<file path="config.mk">
export PLATFORM = sky130hd
export DESIGN_NAME = section_container_validator_core
export DESIGN_NICKNAME = d
export VERILOG_FILES = /design/src/scv_pkg.sv /design/src/section_container_validator_core.sv
export SDC_FILE = /design/constraint.sdc
export NUM_CORES = 2
export LEC_CHECK = 0
export BUFFER_PORTS_ARGS = -buffer_cell sky130_fd_sc_hd__buf_2
export CAP_MARGIN = 10
export CELL_PAD_IN_SITES_DETAIL_PLACEMENT = 1
export CELL_PAD_IN_SITES_GLOBAL_PLACEMENT = 2
export CORE_MARGIN = 4
export CORE_UTILIZATION = 35
export DETAILED_ROUTE_END_ITERATION = 10
export PLACE_DENSITY_LB_ADDON = 0.25
export SYNTH_ARGS = -nofsm -noshare
export SYNTH_HDL_FRONTEND = slang
export SYNTH_SLANG_ARGS = --single-unit
</file>
<file path="constraint.sdc">
create_clock -name aclk -period 10.4 [get_ports aclk]
set_clock_uncertainty 0.2 [all_clocks]
set_input_delay 1.04 -clock aclk [delete_from_list [all_inputs] [get_ports aclk]]
set_output_delay 1.04 -clock aclk [all_outputs]
set_load 0.02 [all_outputs]
</file>
<file path="src/scv_pkg.sv">
package scv_pkg;

    localparam logic [31:0] CRC_POLY     = 32'hEDB88320;
    localparam logic [31:0] MAX_RESET    = 32'd536870912;
    localparam logic [32:0] POS_MAX      = 33'h1FFFFFFFF;
    localparam logic [31:0] MAGIC        = 32'h534E5744;
    localparam logic [31:0] TAG_EPOK     = 32'h4B4F5045;
    localparam logic [31:0] TAG_FRMS     = 32'h534D5246;
    localparam logic [31:0] TAG_BODY     = 32'h59444F42;
    localparam logic [31:0] TAG_GRAV     = 32'h56415247;
    localparam logic [31:0] TAG_CLKS     = 32'h534B4C43;

    typedef enum logic [3:0] {
        ST_OK        = 4'd0,
        ST_SHORT     = 4'd1,
        ST_MAGIC     = 4'd2,
        ST_VERSION   = 4'd3,
        ST_CHECKSUM  = 4'd4,
        ST_LAYOUT    = 4'd5,
        ST_LENGTH    = 4'd6,
        ST_UNKNOWN   = 4'd7,
        ST_MISSING   = 4'd8,
        ST_DUPLICATE = 4'd9,
        ST_TOO_LARGE = 4'd10
    } status_t;

    typedef enum logic [3:0] {
        PH_FILEHDR, PH_SECHDR, PH_EPOK, PH_COUNT, PH_RECORDS, PH_SKIP,
        PH_TAIL, PH_ERR_SEC, PH_ERR_FINAL
    } phase_t;

    function automatic logic [31:0] crc_byte(input logic [31:0] c_in, input logic [7:0] b);
        logic [31:0] c;
        c = c_in ^ {24'd0, b};
        for (int i = 0; i < 8; i++) begin
            c = (c >> 1) ^ (c[0] ? CRC_POLY : 32'd0);
        end
        return c;
    endfunction

    function automatic logic [6:0] rec_size(input logic [2:0] kind);
        case (kind)
            3'd0: return 7'd32;
            3'd1: return 7'd76;
            3'd2: return 7'd124;
            3'd3: return 7'd28;
            3'd4: return 7'd56;
            default: return 7'd32;
        endcase
    endfunction

endpackage

</file>
<file path="src/section_container_validator_core.sv">
// Latency: the status word appears on m_tdata in the cycle after the last byte is taken.
// Throughput: one byte per cycle; s_tready drops only while a status word is held
//   and m_tready is low.
// Count bound check multiplies the 32-bit count by the record size (at most 124);
//   the CRC advances one byte per cycle in which a byte is accepted.
// Reset: synchronous active-low aresetn clears all parse state and restores the size cap.
module section_container_validator_core (
    input  logic        aclk,
    input  logic        aresetn,
    input  logic        cfg_wr_en,
    input  logic [31:0] cfg_wr_data,
    input  logic        s_tvalid,
    output logic        s_tready,
    input  logic [7:0]  s_tdata,   // data_byte
    input  logic        s_tlast,   // last_byte
    output logic        m_tvalid,
    input  logic        m_tready,
    output logic [39:0] m_tdata    // [3:0] status, [35:4] computed_crc, [39:36] zero
);

    logic [31:0] max_reg;
    logic [32:0] pos_reg, pos_next;
    logic [31:0] crc_reg, crc_next;
    logic [63:0] shf_reg, shf_next;
    logic [31:0] stored_reg, stored_next;
    logic [63:0] decl_reg, decl_next;
    logic [31:0] secs_reg, secs_next;
    scv_pkg::phase_t ph_reg, ph_next;
    logic [3:0]  ferr_reg, ferr_next;
    logic [31:0] tag_reg, tag_next;
    logic [63:0] send_reg, send_next;
    logic [31:0] recs_reg, recs_next;
    logic [6:0]  roff_reg, roff_next;
    logic        rails_reg, rails_next;
    logic [4:0]  seen_reg, seen_next;
    logic        req_reg, req_next;
    logic [3:0]  herr_reg, herr_next;
    logic        lay_reg, lay_next;
    logic        maj_reg, maj_next;
    logic [2:0]  kind_reg, kind_next;
    logic [3:0]  stat;
    logic [39:0] out_reg;
    logic        oval_reg;
    logic        accept;

    assign s_tready = !oval_reg || m_tready;
    assign accept   = s_tvalid && s_tready;
    assign m_tvalid = oval_reg;
    assign m_tdata  = out_reg;

    // section body remaining (nxt..end) vs count*size; products kept in 72 bits
    logic [63:0] remain;
    logic [71:0] need;

    always_comb begin
        logic [32:0] at, nxt;
        logic [6:0]  off, len;
        logic [2:0]  k;
        logic        kv;
        logic [63:0] nxt64, sum;
        logic [31:0] cnt;
        logic        carry;
        logic        fin;
        logic [63:0] fin_end;
        logic [31:0] sl;

        pos_next = pos_reg; crc_next = crc_reg; shf_next = shf_reg;
        stored_next = stored_reg; decl_next = decl_reg; secs_next = secs_reg;
        ph_next = ph_reg; ferr_next = ferr_reg; tag_next = tag_reg; send_next = send_reg;
        recs_next = recs_reg; roff_next = roff_reg; rails_next = rails_reg;
        seen_next = seen_reg; req_next = req_reg; herr_next = herr_reg; lay_next = lay_reg;
        maj_next = maj_reg; kind_next = kind_reg;
        remain = 64'd0; need = 72'd0;

        at    = pos_reg;
        nxt   = (at >= scv_pkg::POS_MAX) ? scv_pkg::POS_MAX : at + 33'd1;
        nxt64 = {31'd0, nxt};
        off   = roff_reg;
        fin   = 1'b0;
        k = 3'd0; kv = 1'b0; len = 7'd0; cnt = 32'd0; sum = 64'd0; carry = 1'b0;
        fin_end = 64'd0; sl = 32'd0;

        crc_next = scv_pkg::crc_byte(crc_reg, (at >= 33'd12 && at < 33'd16) ? 8'd0 : s_tdata);
        shf_next = {s_tdata, shf_reg[63:8]};

        if (at < scv_pkg::POS_MAX) begin
            case (ph_reg)
                scv_pkg::PH_FILEHDR: begin
                    if (at == 33'd3 && shf_next[63:32] != scv_pkg::MAGIC)
                        herr_next = scv_pkg::ST_MAGIC;
                    if (at == 33'd5 && shf_next[63:48] != 16'd1 && herr_next == 4'd0)
                        herr_next = scv_pkg::ST_VERSION;
                    if (at == 33'd11 && shf_next[63:32] != 32'd32) lay_next = 1'b1;
                    if (at == 33'd15) stored_next = shf_next[63:32];
                    if (at == 33'd23) decl_next = shf_next;
                    if (at == 33'd27) secs_next = shf_next[63:32];
                    if (at == 33'd31) begin
                        if (shf_next[63:32] != 32'd0) lay_next = 1'b1;
                        roff_next = 7'd0;
                        ph_next = (secs_reg == 32'd0) ? scv_pkg::PH_TAIL : scv_pkg::PH_SECHDR;
                    end
                end
                scv_pkg::PH_SECHDR: begin
                    roff_next = off + 7'd1;
                    if (off == 7'd3) tag_next = shf_next[63:32];
                    if (off == 7'd5) maj_next = (shf_next[63:48] == 16'd1);
                    if (off == 7'd11) req_next = shf_next[32];
                    if (off == 7'd19) begin
                        {carry, sum} = {1'b0, nxt64} + {1'b0, shf_next};
                        fin_end = carry ? 64'hFFFFFFFFFFFFFFFF : sum;
                        send_next = fin_end;
                        roff_next = 7'd0;
                        if (maj_reg) begin
                            kv = 1'b1;
                            if (tag_reg == scv_pkg::TAG_EPOK) k = 3'd0;
                            else if (tag_reg == scv_pkg::TAG_FRMS) k = 3'd1;
                            else if (tag_reg == scv_pkg::TAG_BODY) k = 3'd2;
                            else if (tag_reg == scv_pkg::TAG_GRAV) k = 3'd3;
                            else if (tag_reg == scv_pkg::TAG_CLKS) k = 3'd4;
                            else kv = 1'b0;
                        end
                        if (!kv) begin
                            if (req_reg) begin
                                ferr_next = scv_pkg::ST_UNKNOWN; ph_next = scv_pkg::PH_ERR_SEC;
                            end else if (nxt64 == fin_end) fin = 1'b1;
                            else ph_next = scv_pkg::PH_SKIP;
                        end else begin
                            kind_next = k;
                            if (seen_reg[k]) begin
                                ferr_next = scv_pkg::ST_DUPLICATE;
                                ph_next = scv_pkg::PH_ERR_SEC;
                            end else begin
                                seen_next[k] = 1'b1;
                                ph_next = (k == 3'd0) ? scv_pkg::PH_EPOK : scv_pkg::PH_COUNT;
                            end
                        end
                    end
                end
                scv_pkg::PH_EPOK: begin
                    roff_next = off + 7'd1;
                    if (off == 7'd31) begin
                        if (nxt64 == send_reg) fin = 1'b1;
                        else begin ferr_next = scv_pkg::ST_LENGTH; ph_next = scv_pkg::PH_ERR_SEC; end
                    end
                end
                scv_pkg::PH_COUNT: begin
                    roff_next = off + 7'd1;
                    if (off == 7'd3) begin
                        cnt = shf_next[63:32];
                        roff_next = 7'd0;
                        rails_next = 1'b0;
                        remain = send_reg - nxt64;
                        // count > floor(remain/size) <=> count*size > remain - remain%size
                        // <=> count*size > remain
                        need = {40'd0, cnt} * {65'd0, scv_pkg::rec_size(kind_reg)};
                        if (nxt64 <= send_reg && need > {8'd0, remain}) begin
                            ferr_next = scv_pkg::ST_LENGTH; ph_next = scv_pkg::PH_ERR_SEC;
                        end else if (cnt == 32'd0) begin
                            if (nxt64 == send_reg) fin = 1'b1;
                            else begin ferr_next = scv_pkg::ST_LENGTH; ph_next = scv_pkg::PH_ERR_SEC; end
                        end else begin
                            recs_next = cnt; ph_next = scv_pkg::PH_RECORDS;
                        end
                    end
                end
                scv_pkg::PH_RECORDS: begin
                    len = scv_pkg::rec_size(kind_reg);
                    if (kind_reg == 3'd3 && off == 7'd26) rails_next = (s_tdata != 8'd0);
                    if (kind_reg == 3'd3 && rails_next) len = 7'd100;
                    roff_next = off + 7'd1;
                    if (roff_next >= len) begin
                        roff_next = 7'd0;
                        rails_next = 1'b0;
                        recs_next = recs_reg - 32'd1;
                        if (recs_next == 32'd0) begin
                            if (nxt64 == send_reg) fin = 1'b1;
                            else begin ferr_next = scv_pkg::ST_LENGTH; ph_next = scv_pkg::PH_ERR_SEC; end
                        end
                    end
                end
                scv_pkg::PH_SKIP: begin
                    if (nxt64 >= send_reg) fin = 1'b1;
                end
                scv_pkg::PH_TAIL: begin
                    ferr_next = scv_pkg::ST_LENGTH; ph_next = scv_pkg::PH_ERR_FINAL;
                end
                default: ;
            endcase
            if (fin) begin
                roff_next = 7'd0;
                sl = (secs_reg > 32'd0) ? secs_reg - 32'd1 : 32'd0;
                secs_next = sl;
                ph_next = (sl == 32'd0) ? scv_pkg::PH_TAIL : scv_pkg::PH_SECHDR;
            end
        end
        pos_next = nxt;
    end

    // final status from the post-byte state
    always_comb begin
        logic [63:0] size;
        size = {31'd0, pos_next};
        if (size > {32'd0, max_reg}) stat = scv_pkg::ST_TOO_LARGE;
        else if (size < 64'd52) stat = scv_pkg::ST_SHORT;
        else if (herr_next != 4'd0) stat = herr_next;
        else if (lay_next || decl_next != size) stat = scv_pkg::ST_LAYOUT;
        else if (~crc_next != stored_next) stat = scv_pkg::ST_CHECKSUM;
        else begin
            case (ph_next)
                scv_pkg::PH_ERR_FINAL: stat = ferr_next;
                scv_pkg::PH_ERR_SEC:
                    stat = (size < send_next) ? scv_pkg::ST_LENGTH : ferr_next;
                scv_pkg::PH_EPOK, scv_pkg::PH_COUNT, scv_pkg::PH_RECORDS, scv_pkg::PH_SKIP:
                    stat = (size < send_next) ? scv_pkg::ST_LENGTH : scv_pkg::ST_SHORT;
                scv_pkg::PH_TAIL:
                    stat = (seen_next[1:0] == 2'b11) ? scv_pkg::ST_OK : scv_pkg::ST_MISSING;
                default: stat = scv_pkg::ST_SHORT;
            endcase
        end
    end

    always_ff @(posedge aclk) begin
        if (!aresetn || (accept && s_tlast)) begin
            pos_reg <= '0; crc_reg <= '1; shf_reg <= '0; stored_reg <= '0; decl_reg <= '0;
            secs_reg <= '0; ph_reg <= scv_pkg::PH_FILEHDR; ferr_reg <= '0; tag_reg <= '0;
            send_reg <= '0; recs_reg <= '0; roff_reg <= '0; rails_reg <= 1'b0;
            seen_reg <= '0; req_reg <= 1'b0; herr_reg <= '0; lay_reg <= 1'b0;
            maj_reg <= 1'b0; kind_reg <= '0;
        end else if (accept) begin
            pos_reg <= pos_next; crc_reg <= crc_next; shf_reg <= shf_next;
            stored_reg <= stored_next; decl_reg <= decl_next; secs_reg <= secs_next;
            ph_reg <= ph_next; ferr_reg <= ferr_next; tag_reg <= tag_next;
            send_reg <= send_next; recs_reg <= recs_next; roff_reg <= roff_next;
            rails_reg <= rails_next; seen_reg <= seen_next; req_reg <= req_next;
            herr_reg <= herr_next; lay_reg <= lay_next; maj_reg <= maj_next;
            kind_reg <= kind_next;
        end
    end

    always_ff @(posedge aclk) begin
        if (!aresetn) begin
            max_reg  <= scv_pkg::MAX_RESET;
            oval_reg <= 1'b0;
        end else begin
            if (cfg_wr_en) max_reg <= cfg_wr_data;
            if (accept && s_tlast) oval_reg <= 1'b1;
            else if (m_tready) oval_reg <= 1'b0;
        end
        if (accept && s_tlast) out_reg <= {4'd0, ~crc_next, stat};
    end

    a_out_hold: assert property (@(posedge aclk) disable iff (!aresetn)
        m_tvalid && !m_tready |=> m_tvalid && $stable(m_tdata))
        else $error("result word changed while stalled");
    a_pos_clear: assert property (@(posedge aclk) disable iff (!aresetn)
        s_tvalid && s_tready && s_tlast |=> pos_reg == 33'd0)
        else $error("position not cleared after last word");
    a_status_range: assert property (@(posedge aclk) disable iff (!aresetn)
        m_tvalid |-> m_tdata[3:0] <= 4'd10)
        else $error("status code out of range");

endmodule
</file>
Word-level counts from Yosys, hierarchy flattened
Index checks and enable logic that the tools add are counted.
- output and inout port bits: 42
- register bits after elaboration: 485
- input bits: 46
- word-level logic and storage cells: 291
- $mul: 1
- add/sub/neg operators: 6
- reduce and logical (&&, ||, !) cells: 42
- order comparisons: 14
- bitwise gates (word level): 12
- multiplexer cells: 142
- equal/unequal tests: 49
- operators with widths (operator ; count):
    $mux W32 ; 19
    $mux W64 ; 7
    $xor A31 B32 Y32 ; 8
    $eq A32 B31 Y1 const B ; 5
    $mux W4 ; 38
    $eq A33 B64 Y1 ; 2
    $logic_not A32 Y1 ; 4
    $eq A33 B5 Y1 const B ; 3
    $mux W7 ; 11
    $eq A33 B4 Y1 const B ; 2
    $add A33 B64 Y65 ; 1
    $ge A33 B64 Y1 ; 1
    $gt A39 B64 Y1 ; 1
    $le A33 B64 Y1 ; 1
    $lt A33 B64 Y1 ; 1
    $ne A64 B33 Y1 ; 1
    $pmux W32 S2 ; 1
    $sub A32 B1 Y32 const B ; 2
    $sub A64 B33 Y64 ; 1
    $mul A32 B7 Y39 ; 1
    $mux W3 ; 13
    $mux W1 ; 37
    $pmux W7 S5 ; 1
    $add A33 B1 Y33 const B ; 1
    63 further kinds ; 104

Longest topological paths before layout
- depth in word-level cells: 27
- depth in mapped cells: 46
- depth with buffers taken out: 44

Worst setup path before layout
Ideal clock, no wire load.
- path type: flip-flop to flip-flop
- from: register kind_reg[1]
- to: register out_reg[0], in the netlist m_tdata[0], data pin
- data arrival time: 10461 ps
- data required time: 9940 ps
- cell stages (with the launch flop): 44
- setup time: 260 ps
- path buffers: 3
- clock period less this slack: 10921 ps
- path slack: -521 ps
- cell sequence: dfxtp_1 > clkbuf_1 > nor2_1 > mux2_2 > clkbuf_1 > clkbuf_1 > nand2_1 > fa_1 > fa_1 > fa_1 > inv_1 > ha_1 > ha_1 > fa_1 > a21oi_1 > o21bai_1 > a21oi_1 > o21ai_0 > (+8 left out) > nand2b_1 > a21o_1 > a21oi_1 > xnor2_1 > ha_1 > a21oi_1 > or3_1 > nor4_2 > nand4_1 > or4_4 > nor4_4 > o41ai_2 > a21oi_4 > mux2i_1 > o21ai_4 > or3_4 > a22oi_2 > o31ai_2
- word-level cells in the longest chain between the ends: 22
- elaborated cells on any way between the ends: 50
- those cells by class: mul: 1; order compare: 2; eq/ne: 11; mux: 32; reduce/logical: 4
- ends and longest elaborated chain (element ; line ; RTL):
    from (decl) ; section_container_validator_core.sv:40 ; logic [2:0] kind_reg, kind_next;
    from (signal assigned) ; section_container_validator_core.sv:236 ; kind_reg <= kind_next;
    branches (longest 17 deep; another with $gt A39 B64 Y1) ; -- ;
    $pmux W4 S4 (*) ; section_container_validator_core.sv:209 ; case (ph_next)
    $mux W4 (*) ; section_container_validator_core.sv:207 ; else if (~crc_next != stored_next) stat = scv_pkg::ST_CHECKSUM;
    $mux W4 (*) ; section_container_validator_core.sv:206 ; else if (lay_next || decl_next != size) stat = scv_pkg::ST_LAYOUT;
    $mux W4 (*) ; section_container_validator_core.sv:205 ; else if (herr_next != 4'd0) stat = herr_next;
    $mux W4 (*) ; section_container_validator_core.sv:204 ; else if (size < 64'd52) stat = scv_pkg::ST_SHORT;
    to (signal assigned) ; section_container_validator_core.sv:249 ; if (accept && s_tlast) out_reg <= {4'd0, ~crc_next, stat};
    to (decl) ; section_container_validator_core.sv:42 ; logic [39:0] out_reg;
Every way passes the cells marked *. The select of a mux whose other input is x is not followed.
A chain may end at the register's enable or synchronous reset.

Worst setup path after layout
- from: register kind_reg[0]
- to: register out_reg[0], in the netlist m_tdata[0], data pin
Same word-level chain as after synthesis.

==> results_dict.tcl <==
set metrics [dict create \
    via_per_inst 5.826 \
    initial_core_util 0.3525 \
    grt_start_max_net_pins 191 \
    outcome "finished, final reports clean" \
    drv_cap 0 \
    crit_path_top_delay_cell "or4_4" \
    critPathRequiredTime_ns 10.58 \
    dpl_cell_area_um2 43360 \
    whs_ns 0.2536 \
    start_kind "flip-flop" \
    pre_cts_ws_ns -0.3889 \
    gp_congestion 0.9461 \
    cts.htree.levels 3 \
    crit_path_start "kind_reg[0]" \
    syn_area_um2 40310 \
    cts-root-buf "clkbuf_16" \
    ir_drop_v 0.0001002 \
    hold_path.class "reg2reg" \
    p_seq_frac 0.351 \
    antenna_left 0 \
    final_area_um2 46220 \
    setup_viol 0 \
    core_area_um2 114300 \
    net-switching-power_w 0.001881 \
    fin_cells 6973 \
    timing.rr.start "kind_reg[0]" \
    syn_inst 5326 \
    place_hpwl_mm 134.5 \
    min_period_ns 10.02 \
    area_growth_pct 14.66 \
    cts_tree "yes" \
    grt_overflow_total 0 \
    p_int_w 0.003860 \
    portBuffers 83 \
    path_class "reg2reg" \
    wl_per_cell_um 25.37 \
    max_freq_mhz 99.81 \
    clk_latency_ns 0.65 \
    dieArea_um2 120700 \
    drc 0 \
    maxSlewViolCount 0 \
    maxSlewHeadroom 0.1338 \
    finalHoldViolCount 0 \
    synthFlopType "dfxtp_1" \
    dr.pass1.iters 5 \
    clk_path_buf_depth 3 \
    yosysSeqAreaShare 0.2459 \
    final_layout_size_suffix_gt1_frac 0.1154 \
    drt_iter0_drc 3385 \
    clock-sinks 477 \
    die_w_um 347.4 \
    critPathCaptureType "flip-flop" \
    path_max_fanout 14 \
    gr-usage-all-layers 0.2813 \
    fin_ws_ns 0.3805 \
    reg2reg_depth 41 \
    fp.dieH_um 347.4 \
    antenna_found_initial 14 \
    synth-seq-cells 477 \
    clkTransAtPathRegs_ns 0.06 \
    ios 88 \
    reg2reg_setup_slack_ns 0.38 \
    tightestPinTransition_ns 1.299 \
    r2r-end "m_tdata[0]" \
    swShare 0.3276 \
    powerDensity_nw_per_um2 124.2 \
    cp-endpoint "m_tdata[0]" \
    first_global_vias 40160 \
    grt_pass1_wl_mm 260.2 \
    num_vias 40630 \
    dp.cells 6834 \
    avgSynthCellArea_um2 7.568 \
    cts_inserted_buffers 66 \
    ys_warn_count 0 \
    fp-row-count 124 \
    clock_power_share 0.426 \
    final_net_count 5831 \
    synth_cell_types 107 \
    routed_wl_mm 176.9 \
    p_comb_frac 0.223 \
    mostFrequentLayoutCells "nand2_1 (755), a21oi_1 (538), nor2_1 (456)" \
    fillers 13880 \
    fin_crit_sh 0.9634 \
    ys_async_sr_fraction 0 \
    cellLeakagePower_nw 19.35 \
    synth-edff-count 36 \
    mostFrequentLayoutCell "nand2_1" \
    worstPathArrival_ns 10.20 \
    slowest_delay_ns 0.58 \
]
==> layout make-up <==
cell class / instances / area, µm² / area share
inverter: 220 / 825.8 / 0.01787
clock inverter: 28 / 397.9 / 0.008609
sequential: 477 / 9921 / 0.2147
clock buffer: 93 / 1926 / 0.04167
tap: 1512 / 1892 / 0.04093
timing repair buffer: 358 / 2604 / 0.05634
antenna: 3 / 7.507 / 0.0001624
multi-input combinational: 4282 / 28640 / 0.6198
==> metal layers <==
layer  global-route usage  up-vias  part of all wire
met2               0.4370     1203              0.43
met1               0.3928    20190              0.46
met4              0.09229       12             0.036
met3              0.05297      310             0.070
met5                    0        -           0.00050
li1                     -    18910                 -
==> cell usage after synthesis, drive strengths merged, types with 118 or more instances <==
| cell type | n | area [µm²] |
|---|---|---|
| a21oi | 547 | 2749 |
| and2 | 155 | 969.7 |
| clkbuf | 287 | 1080 |
| dfxtp | 441 | 8828 |
| ha | 288 | 3603 |
| inv | 219 | 822.0 |
| mux2i | 118 | 1181 |
| nand2 | 761 | 2856 |
| nand3 | 119 | 595.6 |
| nor2 | 464 | 1742 |
| nor3 | 145 | 730.7 |
| o21ai | 170 | 869.6 |
| xnor2 | 218 | 1924 |
| xor2 | 125 | 1102 |
==> cells by family (layout without fill, tap and decap cells) <==
group | after synthesis | count (layout) | synth area share
simple gates | 2215 | 2215 | 0.2690
xor+xnor | 343 | 343 | 0.07509
compound gates | 1205 | 1205 | 0.1856
buf+inv | 570 | 699 | 0.05516
mux | 135 | 135 | 0.03415
flops | 477 | 477 | 0.2459
other cells | 1 | 7 | 0.00009304
fa+ha+maj | 380 | 380 | 0.1351
==> metrics by stage <==
stage | power, W | utilization | setup TNS, ns
6_report | 0.005741 | 0.4042 | 0
5_1_grt | 0.005947 | 0.4041 | -0.1320
3_5_place_dp | 0.003317 | 0.3792 | -6.600
3_3_place_gp | 0.003301 | 0.3792 | -0.4144
2_1_floorplan | 0.002849 | - | 0
4_1_cts | 0.005775 | 0.4001 | 0
==> how the worst min path moves through the flow <==
stage / start / end / slack (ns) / cells past startpoint
after CTS: stored_reg[14] / stored_reg[14] / 0.26 / 2
after floorplan: tag_reg[14] / tag_reg[14] / 0.23 / 2
after global routing: decl_reg[24] / decl_reg[24] / 0.27 / 2
after global placement: decl_reg[6] / decl_reg[6] / 0.24 / 2
after detailed placement: tag_reg[6] / tag_reg[6] / 0.25 / 2
final: decl_reg[62] / decl_reg[62] / 0.25 / 2
==> power by group through the flow <==
| stage | sequential [W] | combinational, W | clock [W] |
|---|---|---|---|
| 2_1_floorplan | 0.00207 | 0.000781 | 0 |
| 3_3_place_gp | 0.00205 | 0.00125 | 0 |
| 3_5_place_dp | 0.00206 | 0.00126 | 0 |
| 4_1_cts | 0.00202 | 0.00127 | 0.00249 |
| 5_1_grt | 0.00202 | 0.00137 | 0.00256 |
| 6_report | 0.00202 | 0.00128 | 0.00245 |
==> what timing repair did <==
item | in CTS | in global routing
gates resized for setup | 12 | 68
hold buffers | 0 | 0
setup endpoints to repair | 40 | 50
pin swaps | 5 | 42
buffers inserted | 1 | 12
gates cloned | 0 | 2
==> worst max-delay path: cells and delay by family, from the launching register on <==
family | cells | cell delay (ns)
fa+ha+maj | 6 | 2.42
xor+xnor | 2 | 0.41
flops | 1 | 0.37
simple gates | 11 | 2.53
compound gates | 18 | 3.00
mux | 1 | 0.31
buf+inv | 3 | 0.47
(Power assumes the default switching activity.)
